==> config.mk <==
export PLATFORM = sky130hd
export DESIGN_NAME = pst_ctrl
export DESIGN_NICKNAME = d
export VERILOG_FILES = /design/src/rtl/pst_pkg.sv /design/src/rtl/pst_ctrl.sv
export SDC_FILE = /design/constraint.sdc
export NUM_CORES = 1
export LEC_CHECK = 0
export BUFFER_PORTS_ARGS = -buffer_cell sky130_fd_sc_hd__buf_2
export CAP_MARGIN = 30
export CORE_AREA = 2 2 39 41
export CTS_CLUSTER_SIZE = 40
export DETAILED_ROUTE_END_ITERATION = 10
export DIE_AREA = 0 0 41 43
export GPL_TIMING_DRIVEN = 0
export HOLD_SLACK_MARGIN = 0.02
export PLACE_DENSITY = 0.74
export SKIP_CTS_REPAIR_TIMING = 1
export SYNTH_ARGS = -nofsm -noshare
export SYNTH_HDL_FRONTEND = slang
export SYNTH_SLANG_ARGS = --single-unit
==> constraint.sdc <==
create_clock -name clk_i -period 1.6 [get_ports clk_i]
set_input_delay 0.16 -clock clk_i [delete_from_list [all_inputs] [get_ports clk_i]]
set_output_delay 0.16 -clock clk_i [all_outputs]
set_load 0.01 [all_outputs]
==> src/rtl/pst_pkg.sv <==
// Shared types, constants and codes of the PC sample hit table.
package pst_pkg;

  localparam int unsigned TABLE_SLOTS = 4096;
  localparam int unsigned PROBE_LIMIT = 16;
  localparam int unsigned SLOT_W      = $clog2(TABLE_SLOTS);
  localparam int unsigned PROBE_CW    = $clog2(PROBE_LIMIT + 1);
  localparam int unsigned PC_W        = 64;
  localparam int unsigned CNT_W       = 32;
  localparam int unsigned GUEST_W     = 32;
  localparam int unsigned IDX_W       = 12;
  localparam int unsigned CFG_IDX_W   = 1;
  localparam int unsigned CFG_DATA_W  = 32;

  // Fibonacci hashing multiplier; only its low SLOT_W bits reach the slot index.
  localparam logic [31:0] HASH_MUL = 32'd2654435761;

  typedef enum logic [CFG_IDX_W-1:0] {
    CFG_ALL_THREADS = 1'b0,
    CFG_ONLY_GUEST  = 1'b1
  } cfg_reg_e;

  typedef enum logic [0:0] {
    REQ_RECORD = 1'b0,
    REQ_READ   = 1'b1
  } req_type_e;

  typedef enum logic [2:0] {
    OUT_NEW      = 3'd0,
    OUT_INC      = 3'd1,
    OUT_LOST     = 3'd2,
    OUT_OTHER    = 3'd3,
    OUT_FILTERED = 3'd4,
    OUT_READ     = 3'd5
  } outcome_e;

  typedef struct packed {
    logic               req_type;
    logic [PC_W-1:0]    sample_pc;
    logic               on_profiled_thread;
    logic [GUEST_W-1:0] guest_thread;
    logic [IDX_W-1:0]   slot_index;
  } in_t;

  typedef struct packed {
    outcome_e         outcome;
    logic [PC_W-1:0]  entry_pc;
    logic [CNT_W-1:0] entry_hits;
    logic [CNT_W-1:0] total_samples;
    logic [CNT_W-1:0] lost_samples;
    logic [CNT_W-1:0] other_samples;
  } out_t;

  // Controller to datapath
  typedef struct packed {
    logic     clr_wr;
    logic     accept;
    logic     hash;
    logic     probe;
    logic     take;
    logic     wr;
    logic     rd_slot;
    logic     out_load;
    logic     cnt_other;
    logic     cnt_total;
    logic     cnt_lost;
    outcome_e outcome;
  } cmd_t;

  // Datapath to controller
  typedef struct packed {
    logic clr_last;
    logic is_read;
    logic is_other;
    logic is_filtered;
    logic chk_vld;
    logic chk_empty;
    logic chk_match;
    logic chk_last;
    logic out_free;
  } sts_t;

endpackage

==> src/rtl/pst_ctrl.sv <==
// Controller state machine of the PC sample hit table.
module pst_ctrl (
  input  logic          clk_i,
  input  logic          rst_ni,
  input  logic          in_valid_i,
  output logic          in_stall_o,
  input  pst_pkg::sts_t sts_i,
  output pst_pkg::cmd_t cmd_o
);
  import pst_pkg::*;

  typedef enum logic [2:0] {
    S_CLEAR, S_IDLE, S_HASH, S_PROBE, S_WRITE, S_READ, S_RESP
  } state_e;

  state_e   state_q, state_d;
  outcome_e outcome_q, outcome_d;
  logic     accept;
  logic     found;

  assign in_stall_o = (state_q != S_IDLE);
  assign accept     = in_valid_i && (state_q == S_IDLE);
  assign found      = sts_i.chk_vld && (sts_i.chk_empty || sts_i.chk_match);

  always_comb begin
    state_d       = state_q;
    outcome_d     = outcome_q;
    cmd_o         = '0;
    cmd_o.outcome = outcome_q;
    unique case (state_q)
      S_CLEAR: begin
        cmd_o.clr_wr = 1'b1;
        if (sts_i.clr_last) state_d = S_IDLE;
      end
      S_IDLE: begin
        if (accept) begin
          cmd_o.accept = 1'b1;
          priority if (sts_i.is_read) begin
            outcome_d = OUT_READ;
            state_d   = S_READ;
          end else if (sts_i.is_other) begin
            cmd_o.cnt_other = 1'b1;
            outcome_d       = OUT_OTHER;
            state_d         = S_RESP;
          end else if (sts_i.is_filtered) begin
            outcome_d = OUT_FILTERED;
            state_d   = S_RESP;
          end else begin
            cmd_o.cnt_total = 1'b1;
            outcome_d       = OUT_LOST;
            state_d         = S_HASH;
          end
        end
      end
      S_HASH: begin
        cmd_o.hash = 1'b1;
        state_d    = S_PROBE;
      end
      S_PROBE: begin
        cmd_o.probe = 1'b1;
        priority if (found) begin
          cmd_o.take = 1'b1;
          outcome_d  = sts_i.chk_empty ? OUT_NEW : OUT_INC;
          state_d    = S_WRITE;
        end else if (sts_i.chk_vld && sts_i.chk_last) begin
          cmd_o.cnt_lost = 1'b1;
          outcome_d      = OUT_LOST;
          state_d        = S_RESP;
        end else begin
          state_d = S_PROBE;
        end
      end
      S_WRITE: begin
        cmd_o.wr = 1'b1;
        state_d  = S_RESP;
      end
      S_READ: begin
        cmd_o.rd_slot = 1'b1;
        state_d       = S_RESP;
      end
      S_RESP: begin
        if (sts_i.out_free) begin
          cmd_o.out_load = 1'b1;
          state_d        = S_IDLE;
        end
      end
      default: state_d = S_IDLE;
    endcase
  end

  always_ff @(posedge clk_i or negedge rst_ni) begin
    if (!rst_ni) begin
      state_q   <= S_CLEAR;
      outcome_q <= OUT_READ;
    end else begin
      state_q   <= state_d;
      outcome_q <= outcome_d;
    end
  end

endmodule

## Word-level counts from Yosys, hierarchy flattened

Index checks and enable logic that the tools add are counted.

| storage, ports and cells | value |
|---|---|
| bits in registers | 6 |
| latch bits | 0 |
| RAM bits | 0 |
| memory bits (read-only) | 0 |
| input port bits | 12 |
| output and inout bits | 15 |
| word-level logic and storage cells | 58 |
| memories kept | 0 |

| operators by class | value |
|---|---|
| add/subtract/negate cells | 0 |
| multiply operators | 0 |
| div/mod/pow operators | 0 |
| order comparisons | 0 |
| equal/unequal tests | 11 |
| shifts and indexed selects | 0 |
| mux-type cells | 36 |
| bitwise gates (word level) | 0 |
| reductions and logical operators | 9 |

Operator list:

| kind | count |
|---|---|
| two-way mux 3 bit | 14 |
| one-hot mux 3 bit (6 select lines) | 1 |
| two-way mux 1 bit | 16 |
| == test 3 bit, second input constant | 3 |
| two-way mux 2 bit | 4 |
| == test 3 x 2 -> 1 bit, second input constant | 2 |
| != test 2 bit, second input constant | 3 |
| one-hot mux 3 bit (2 select lines) | 1 |
| AND reduction 3 bit | 2 |
| == test 3 x 1 -> 1 bit, second input constant | 1 |
| logical AND 1 bit | 3 |
| logical NOT 3 bit | 1 |
| != test 3 x 1 -> 1 bit, second input constant | 1 |
| != test 3 bit, second input constant | 1 |
| nonzero test 2 bit | 1 |
| OR reduction 2 bit | 1 |
| logical OR 1 bit | 1 |

## Depth between registers and ports, before layout

Gate-level depths: netlist of the first run.

| depth | value |
|---|---|
| depth after elaboration | 5 |
| depth in mapped cells | 4 |
| depth with buffers taken out | 3 |

## Worst setup path after synthesis of the first run

OpenSTA, ideal clock, no wires.

| path | value |
|---|---|
| kind | reg-to-reg |
| from | register state_q[2] |
| to | register outcome_q[2] |
| setup time | 82 ps |
| arrival time | 1136 ps |
| required time | 1518 ps |
| setup slack | 382 ps |
| stages on the path, launching flop included | 4 |
| path through | dfrtp_1 > nand4b_2 > o21ai_2 > mux2_2 |

| on the way | value |
|---|---|
| longest elaborated chain between the ends | 4 |
| elaborated cells on any way between the ends | 8 |
| those cells by class | eq/ne: 4; mux: 1; reduce/logical: 3 |

RTL lines:

| element | line | text |
|---|---|---|
| from (decl) | pst_ctrl.sv:16 | `state_e state_q, state_d;` |
| from (signal assigned) | pst_ctrl.sv:96 | `state_q <= state_d;` |
| == test 3 x 1 -> 1 bit | pst_ctrl.sv:22, pst_ctrl.sv:30 |  |
| logical AND 1 bit | pst_ctrl.sv:22 | `assign accept = in_valid_i && (state_q == S_IDLE);` |
| != test 2 bit (no source line) | -- |  |
| AND reduction 3 bit (no source line) | -- |  |
| to (signal assigned) | pst_ctrl.sv:97 | `outcome_q <= outcome_d;` |
| to (decl) | pst_ctrl.sv:17 | `outcome_e outcome_q, outcome_d;` |

Parallel ways exist; a longest one is shown, timed or not.
A chain may end at the register's enable or synchronous reset.

==> results of run 1 <==
[path summary, 6_finish.rpt]
path | startpoint | cells past startpoint | to | slack (ns)
max | state_q[1] | 4 | cmd_o[5] | 0.14
min | rst_ni | 2 | state_q[1] | 0.26
max reg2reg | state_q[0] | 3 | outcome_q[2] | 0.27
min reg2reg | outcome_q[1] | 2 | outcome_q[1] | 0.55
max in group asynchronous | rst_ni | 2 | outcome_q[2] | 1.12
min in group clk_i | sts_i[0] | 3 | state_q[2] | 0.32
[registers in the layout (all words and copies together) (netlist names)]
name	count
outcome_q	3
state_q	3
[worst max-delay path, cell delays in order (launching register included)]
cell	delay (ns)
dfrtp_1	0.43
nand4bb_4	0.28
inv_1	0.09
and3_1	0.14
buf_2	0.12
[logic make-up after synthesis]
kind of cell | after synthesis | share of synthesized area (%)
AOI/OAI and AO/OA | 14 | 20.9
buffers and inverters | 9 | 7.85
DFF | 6 | 31.9
muxes | 1 | 2.36
and+or+nand+nor | 28 | 36.9
[cells in the final DEF, fill, tap and decap left out, drive strengths merged, types with 2 or more instances in the layout]
master | synthesis | routed
nor2 | 4 | 4
o22ai | 2 | 2
nand3b | 2 | 2
or3 | 2 | 2
a21oi | 4 | 4
nor3 | 6 | 6
clkbuf | 0 | 3
dfstp | 2 | 2
nand2b | 2 | 2
nand2 | 3 | 3
o21ai | 3 | 3
buf | 3 | 29
inv | 6 | 6
dfrtp | 4 | 4
nor3b | 2 | 2
[area by class of cell]
cell class	instances	area [sq um]
fillers	143	707
inverters	6	22.5
multi-input cells	43	304
plain buffers	3	15.0
well taps	16	20.0
flip-flops and latches	6	153
repair buffers	27	140
clock buffers	3	22.5
[layer usage]
metal  routed length (um)  global-route usage, %
met1                  515                   16.7
met4                    0                   8.00
met2                  544                   22.2
met3                   92                   3.14
met5                    0                      0
[stage by stage]
stage	power (W)	cell area, sq um	setup WS (ns)	hold WS (ns)	instances
6_report	0.00113	677	0.142	0.263	104
3_5_place_dp	0.000969	628	0.246	-0.0191	100
2_1_floorplan	0.000760	478	0.382	-0.136	58
5_1_grt	0.00122	677	0.00765	0.282	104
4_1_cts	0.00111	651	0.0433	-0.271	103
3_3_place_gp	0.000952	628	0.259	-0.0197	100
[power by group through the flow]
stage / Clock (W) / Combinational, W / Sequential, W
after global placement: 0 / 0.000636 / 0.000316
after floorplan: 0 / 0.000434 / 0.000326
after detailed placement: 0 / 0.000649 / 0.000320
after global routing: 0.000139 / 0.000738 / 0.000343
after CTS: 0.000135 / 0.000651 / 0.000319
final: 0.000132 / 0.000674 / 0.000327
==> results.sh, run 1 <==
export IMPL_seq_area_frac_synth_pct=31.9
export IMPL_drtIter0Drc=18
export IMPL_syn_avg_cell_area_sq_um=8.24
export IMPL_hold_violations=0
export IMPL_grt_pass1_wl_mm=1.66
export IMPL_vdd_ir_drop_worst_mv=0.619
export IMPL_dominantRegCellSynth="dfrtp_1"
export IMPL_areaGrowthSynthToFinish_pct=41.6
export IMPL_p_int_w=0.000659
export IMPL_die_h_um=43
export IMPL_cts_tree="done"
export IMPL_yosysTopAreaCell="dfrtp_1"
export IMPL_gp_congestion=0.775
export IMPL_clk_latency_ns=0.24
export IMPL_hold_class="in -> async"
export IMPL_p_seq_share_pct=28.8
export IMPL_netlist_area_leader_share_pct=20.9
export IMPL_fin_skew_ns=0.00282
export IMPL_synth_cells=58
export IMPL_grt_overflow=0
export IMPL_track_usage_pct=14.1
export IMPL_htree_num_levels=1
export IMPL_ys_ff_latch=6
export IMPL_row_count=14
export IMPL_crit_fanout=6
export IMPL_synth_common_cells="inv_1, nor3_1, a21oi_1, dfrtp_1, nor2_1"
export IMPL_start_util_pct=34.5
export IMPL_drc=0
export IMPL_core_sq_um=1380
export IMPL_wl_per_cell_um=11.1
export IMPL_endpoint_kind="output pin"
export IMPL_maxCapViolations=0
export IMPL_viasPerCell=5.26
export IMPL_grt_pass1_vias=422
export IMPL_dieArea_sq_um=1760
export IMPL_setup_tns_ns=0
export IMPL_crit_arrival_ns=1.30
export IMPL_final_nets=102
export IMPL_path_class="reg -> out"
export IMPL_chipWidth_um=41
export IMPL_num_vias=547
export IMPL_antenna_found_initial=0
export IMPL_synth_nets=70
export IMPL_ant_nets=0
export IMPL_clockPowerShare_pct=11.6
export IMPL_worstMarginPinSlew_ns=0.331
export IMPL_path_clk_slew_ns=0.04
export IMPL_io_buffers=26
export IMPL_drv_slew=0
export IMPL_power_density_nw_per_um2=1670
export IMPL_synth_area_leaders="dfrtp_1, dfstp_2, nor3_1"
export IMPL_drt_pass1_iterations=4
export IMPL_antennaDiodeCount=0
export IMPL_ioPinCount=27
export IMPL_clockBufferDepth=2
export IMPL_power_frac_comb_pct=59.5
export IMPL_critPathRequiredTime_ns=1.44
export IMPL_cts_sink_count=6
export IMPL_cts_buffers=3
export IMPL_p_sw_w=0.000473
export IMPL_ys_types=29
export IMPL_final_util_pct=48.9
export IMPL_drive_gt1_share_pct=44.3
export IMPL_wirelength_mm=1.15
export IMPL_max_slew_margin_pct=77.8
export IMPL_rsz0062_at_grt="false"
export IMPL_max_freq_ghz=0.686
export IMPL_critPathLaunchType="register"
export IMPL_syn_cell_area_sq_um=478
export IMPL_yosys_warnings=0
export IMPL_switching_share_pct=41.8
export IMPL_fin_crit_sh_pct=91.1
export IMPL_setup_viol=0
export IMPL_synth_edf_count=0
export IMPL_status="complete, no violations"
export IMPL_p_leak_nw=0.368
export IMPL_ys_async_sr_fraction_pct=100
export IMPL_grt_max_degree=11
export IMPL_hpwl_um=907
export IMPL_min_period_ns=1.46
export IMPL_clockRootBuffer="clkbuf_4"
Power figures use the tool's default switching activity.
==> run 2: changes to the inputs <==
PLACE_DENSITY = 0.7   (was 0.74)
==> results.sh, run 2 (same netlist as run 1, synthesis figures left out) <==
export IMPL_rsz0062_at_grt="false"
export IMPL_cts_buffers=3
export IMPL_top_layer="met3"
export IMPL_antenna_found_initial=0
export IMPL_place_ws_ns=0.238
export IMPL_gp_congestion=0.742
export IMPL_path_cells="nand4bb_4, inv_1, and3_1, buf_2"
export IMPL_clockBufferDepth=2
export IMPL_viasPerCell=5.12
export IMPL_met1Wirelength_um=504
export IMPL_top_regs="outcome_q (3), state_q (3)"
export IMPL_final_nets=102
export IMPL_fin_ws_ns=0.127
export IMPL_fill_cells=150
export IMPL_wirelength_mm=1.19
export IMPL_grt_pass1_vias=478
export IMPL_drc=0
export IMPL_grt_pass1_wl_mm=1.87
export IMPL_fin_skew_ns=0.00476
export IMPL_htree_num_levels=1
export IMPL_path_class="reg -> out"
export IMPL_fin_crit_sh_pct=92.0
export IMPL_crit_fanout=6
export IMPL_dieArea_sq_um=1760
export IMPL_wl_met2_um=589
export IMPL_max_slew_margin_pct=79.1
export IMPL_wl_per_cell_um=11.4
export IMPL_p_leak_nw=0.368
export IMPL_drt_pass1_iterations=3
export IMPL_setup_tns_ns=0
export IMPL_most_common_layout_cells="buf_2, inv_1, nor3_1"
export IMPL_crit_arrival_ns=1.31
export IMPL_grt_overflow=0
export IMPL_drive_gt1_share_pct=44.3
export IMPL_grt_max_degree=11
export IMPL_drtIter0Drc=4
export IMPL_areaGrowthSynthToFinish_pct=41.6
export IMPL_cp_top_family="flip-flops"
export IMPL_status="complete, no violations"
export IMPL_critPathRequiredTime_ns=1.44
export IMPL_chipWidth_um=41
export IMPL_hpwl_um=947
export IMPL_min_period_ns=1.47
export IMPL_io_buffers=26
export IMPL_hold_ws_ns=0.267
export IMPL_final_util_pct=48.9
export IMPL_cts_sink_count=6
export IMPL_layout_commonest_cell="buf_2"
export IMPL_cts_tree="done"
export IMPL_endpoint_kind="output pin"
export IMPL_maxCapViolations=0
export IMPL_track_usage_pct=15.1
export IMPL_crit_path_max_incr_delay_ns=0.43
export IMPL_regArea_sq_um=153
export IMPL_hold_class="in -> async"
export IMPL_num_vias=532
export IMPL_start_util_pct=34.5
export IMPL_clk_latency_ns=0.24
export IMPL_die_h_um=43
export IMPL_cp_slowest_cell="dfrtp_1"
export IMPL_antennaDiodeCount=0
export IMPL_worstMarginPinSlew_ns=0.310
export IMPL_ant_nets=0
export IMPL_core_sq_um=1380
export IMPL_max_freq_ghz=0.679
export IMPL_critPathLaunchType="register"
export IMPL_power_density_nw_per_um2=1670
export IMPL_multi_input_area_sq_um=304
export IMPL_clockRootBuffer="clkbuf_4"
export IMPL_ioPinCount=27
export IMPL_drv_slew=0
export IMPL_path_clk_slew_ns=0.04
export IMPL_route_met3_wl_um=91
export IMPL_vdd_ir_drop_worst_mv=0.629
export IMPL_hold_violations=0
export IMPL_crit_buf_inv=2
export IMPL_row_count=14
export IMPL_setup_viol=0
run 2: cell counts in the layout (fill, tap and decap cells not counted):
No cell type changed its count.
run 2: path summary, 6_finish.rpt:
check / from / end / slack [ns] / depth (start not counted)
worst max-delay path: state_q[1] / cmd_o[5] / 0.13 / 4
worst min-delay path: rst_ni / outcome_q[1] / 0.27 / 2
worst max register to register: state_q[0] / outcome_q[2] / 0.25 / 3
worst min register to register: outcome_q[1] / outcome_q[1] / 0.54 / 2
max in group asynchronous: rst_ni / outcome_q[2] / 1.11 / 2
min in group clk_i: sts_i[2] / outcome_q[1] / 0.31 / 3
run 2: final cells by class:
class / instances / share of cell area, %
inverter: 6 / 3.33
sequential: 6 / 22.6
multi-input combinational: 43 / 44.9
buffer: 3 / 2.22
timing repair buffer: 27 / 20.7
clock buffer: 3 / 3.33
tap: 16 / 2.96
run 2: per-layer routing:
metal / GRT usage [%] / vias to the layer above
li1: - / 275
met1: 17.4 / 236
met2: 26.3 / 21
met3: 6.28 / 0
met4: 0 / 0
met5: 0 / -
run 2: stage by stage:
stage	cells	cell area [sq um]	power, W
after floorplan	58	478	0.000760
after global placement	100	628	0.000958
after detailed placement	100	628	0.000979
after CTS	103	651	0.00112
after global routing	104	677	0.00125
final	104	677	0.00113
run 2: report_power, final:
group | internal, W | switching, W
Combinational | 0.000325 | 0.000342
Sequential | 0.000250 | 0.0000824
Clock | 0.0000844 | 0.0000476
==> run 3: changes to the inputs <==
BUFFER_PORTS_ARGS = -buffer_cell sky130_fd_sc_hd__buf_4   (was -buffer_cell sky130_fd_sc_hd__buf_2)
PLACE_DENSITY = 0.75   (was 0.7)
REMOVE_ABC_BUFFERS = 1   (was not set)
==> results.sh, run 3 (same netlist as run 1, synthesis figures left out) <==
export IMPL_status="complete, no violations"
export IMPL_layout_commonest_cell="buf_4"
export IMPL_final_nets=99
export IMPL_path_clk_slew_ns=0.05
export IMPL_final_util_pct=54.2
export IMPL_track_usage_pct=17.2
export IMPL_clk_latency_ns=0.25
export IMPL_grt_overflow=0
export IMPL_cts_buffers=3
export IMPL_worstMarginPinSlew_ns=0.301
export IMPL_grt_pass1_wl_mm=1.99
export IMPL_endpoint_kind="output pin"
export IMPL_max_freq_ghz=0.653
export IMPL_ant_nets=0
export IMPL_antenna_found_initial=0
export IMPL_row_count=14
export IMPL_hold_class="in -> async"
export IMPL_fill_cells=138
export IMPL_gp_congestion=0.757
export IMPL_htree_num_levels=1
export IMPL_critPathLaunchType="register"
export IMPL_antennaDiodeCount=0
export IMPL_ioPinCount=27
export IMPL_drc=0
export IMPL_clockRootBuffer="clkbuf_4"
export IMPL_path_class="reg -> out"
export IMPL_hold_ws_ns=0.260
export IMPL_fin_crit_sh_pct=95.8
export IMPL_drtIter0Drc=6
export IMPL_rsz0062_at_grt="false"
export IMPL_setup_viol=0
export IMPL_start_util_pct=34.5
export IMPL_num_vias=553
export IMPL_cts_sink_count=6
export IMPL_wl_per_cell_um=12.7
export IMPL_areaGrowthSynthToFinish_pct=56.8
export IMPL_grt_pass1_vias=478
export IMPL_top_regs="outcome_q (3), state_q (3)"
export IMPL_crit_arrival_ns=1.37
export IMPL_cp_slowest_cell="dfrtp_2"
export IMPL_clockBufferDepth=2
export IMPL_critPathRequiredTime_ns=1.44
export IMPL_max_slew_margin_pct=79.8
export IMPL_fin_skew_ns=0.0105
export IMPL_most_common_layout_cells="buf_4, nor3_1, inv_1"
export IMPL_grt_max_degree=16
export IMPL_drt_pass1_iterations=4
export IMPL_p_leak_nw=0.372
export IMPL_path_cells="nand4bb_4, inv_2, and3_1, buf_4"
export IMPL_core_sq_um=1380
export IMPL_wirelength_mm=1.30
export IMPL_power_density_nw_per_um2=1640
export IMPL_dieArea_sq_um=1760
export IMPL_io_buffers=26
export IMPL_drive_gt1_share_pct=47.7
export IMPL_die_h_um=43
export IMPL_cts_tree="done"
export IMPL_vdd_ir_drop_worst_mv=0.773
export IMPL_chipWidth_um=41
export IMPL_viasPerCell=5.42
export IMPL_min_period_ns=1.53
export IMPL_crit_fanout=12
export IMPL_hold_violations=0
export IMPL_maxCapViolations=0
export IMPL_crit_path_max_incr_delay_ns=0.47
export IMPL_hpwl_um=973
export IMPL_drv_slew=0
-- run 3: changes by cell type in the layout (fill, tap and decap cells not counted) --
| cell | previous run | this run |
|---|---|---|
| nand4b_4 | 0 | 1 |
| nor4_1 | 1 | 0 |
| dfrtp_2 | 0 | 3 |
| buf_2 | 29 | 0 |
| nand4b_2 | 1 | 0 |
| clkbuf_1 | 0 | 1 |
| dfrtp_1 | 4 | 1 |
| inv_2 | 0 | 1 |
| buf_4 | 0 | 26 |
| inv_1 | 6 | 5 |
| nor4_2 | 0 | 1 |
-- run 3: worst paths after layout --
| kind | start | to | slack, ns | cells after the start |
|---|---|---|---|---|
| worst max-delay path | state_q[2] | cmd_o[5] | 0.07 | 4 |
| worst min-delay path | rst_ni | state_q[0] | 0.26 | 2 |
| worst max register to register | state_q[0] | outcome_q[2] | 0.21 | 3 |
| worst min register to register | outcome_q[1] | outcome_q[1] | 0.56 | 2 |
| max in group asynchronous | rst_ni | outcome_q[2] | 1.12 | 2 |
| min in group clk_i | sts_i[2] | outcome_q[1] | 0.28 | 3 |
-- run 3: power by group --
group | leakage [nW] | internal (W) | switching (W)
Sequential | 0.0659 | 0.000256 | 0.000172
Combinational | 0.291 | 0.000376 | 0.000269
Clock | 0.0150 | 0.0000949 | 0.0000623
-- run 3: metal layers --
layer / share of wire [%] / global-route usage (%)
met4: 2.8 / 12.0
met3: 7.1 / 3.14
met5: 0 / 0
met2: 49 / 26.9
met1: 41 / 19.7
-- run 3: worst max-delay path, delay by kind of cell, from the launching register on --
family	cells	cell delay [ns]
AND/OR/NAND/NOR	2	0.45
buffers and inverters	2	0.19
flip-flops	1	0.47
-- run 3: final cells by class --
| type | instances | area [sq um] | share of cell area, % |
|---|---|---|---|
| repair buffers | 27 | 205 | 27.4 |
| well taps | 16 | 20.0 | 2.67 |
| multi-input cells | 43 | 319 | 42.6 |
| inverters | 6 | 22.5 | 3.01 |
| flip-flops and latches | 6 | 156 | 20.9 |
| clock buffers | 4 | 26.3 | 3.51 |
-- run 3: per-stage QoR --
stage	total power, W	area (sq um)	setup TNS [ns]	setup WS, ns	std cells
after floorplan	0.000728	463	0	0.259	55
after global placement	0.000993	678	0	0.119	97
after detailed placement	0.00102	678	0	0.0628	97
after CTS	0.00118	704	-0.422	-0.175	101
after global routing	0.00135	749	0	0.00638	102
final	0.00123	749	0	0.0680	102
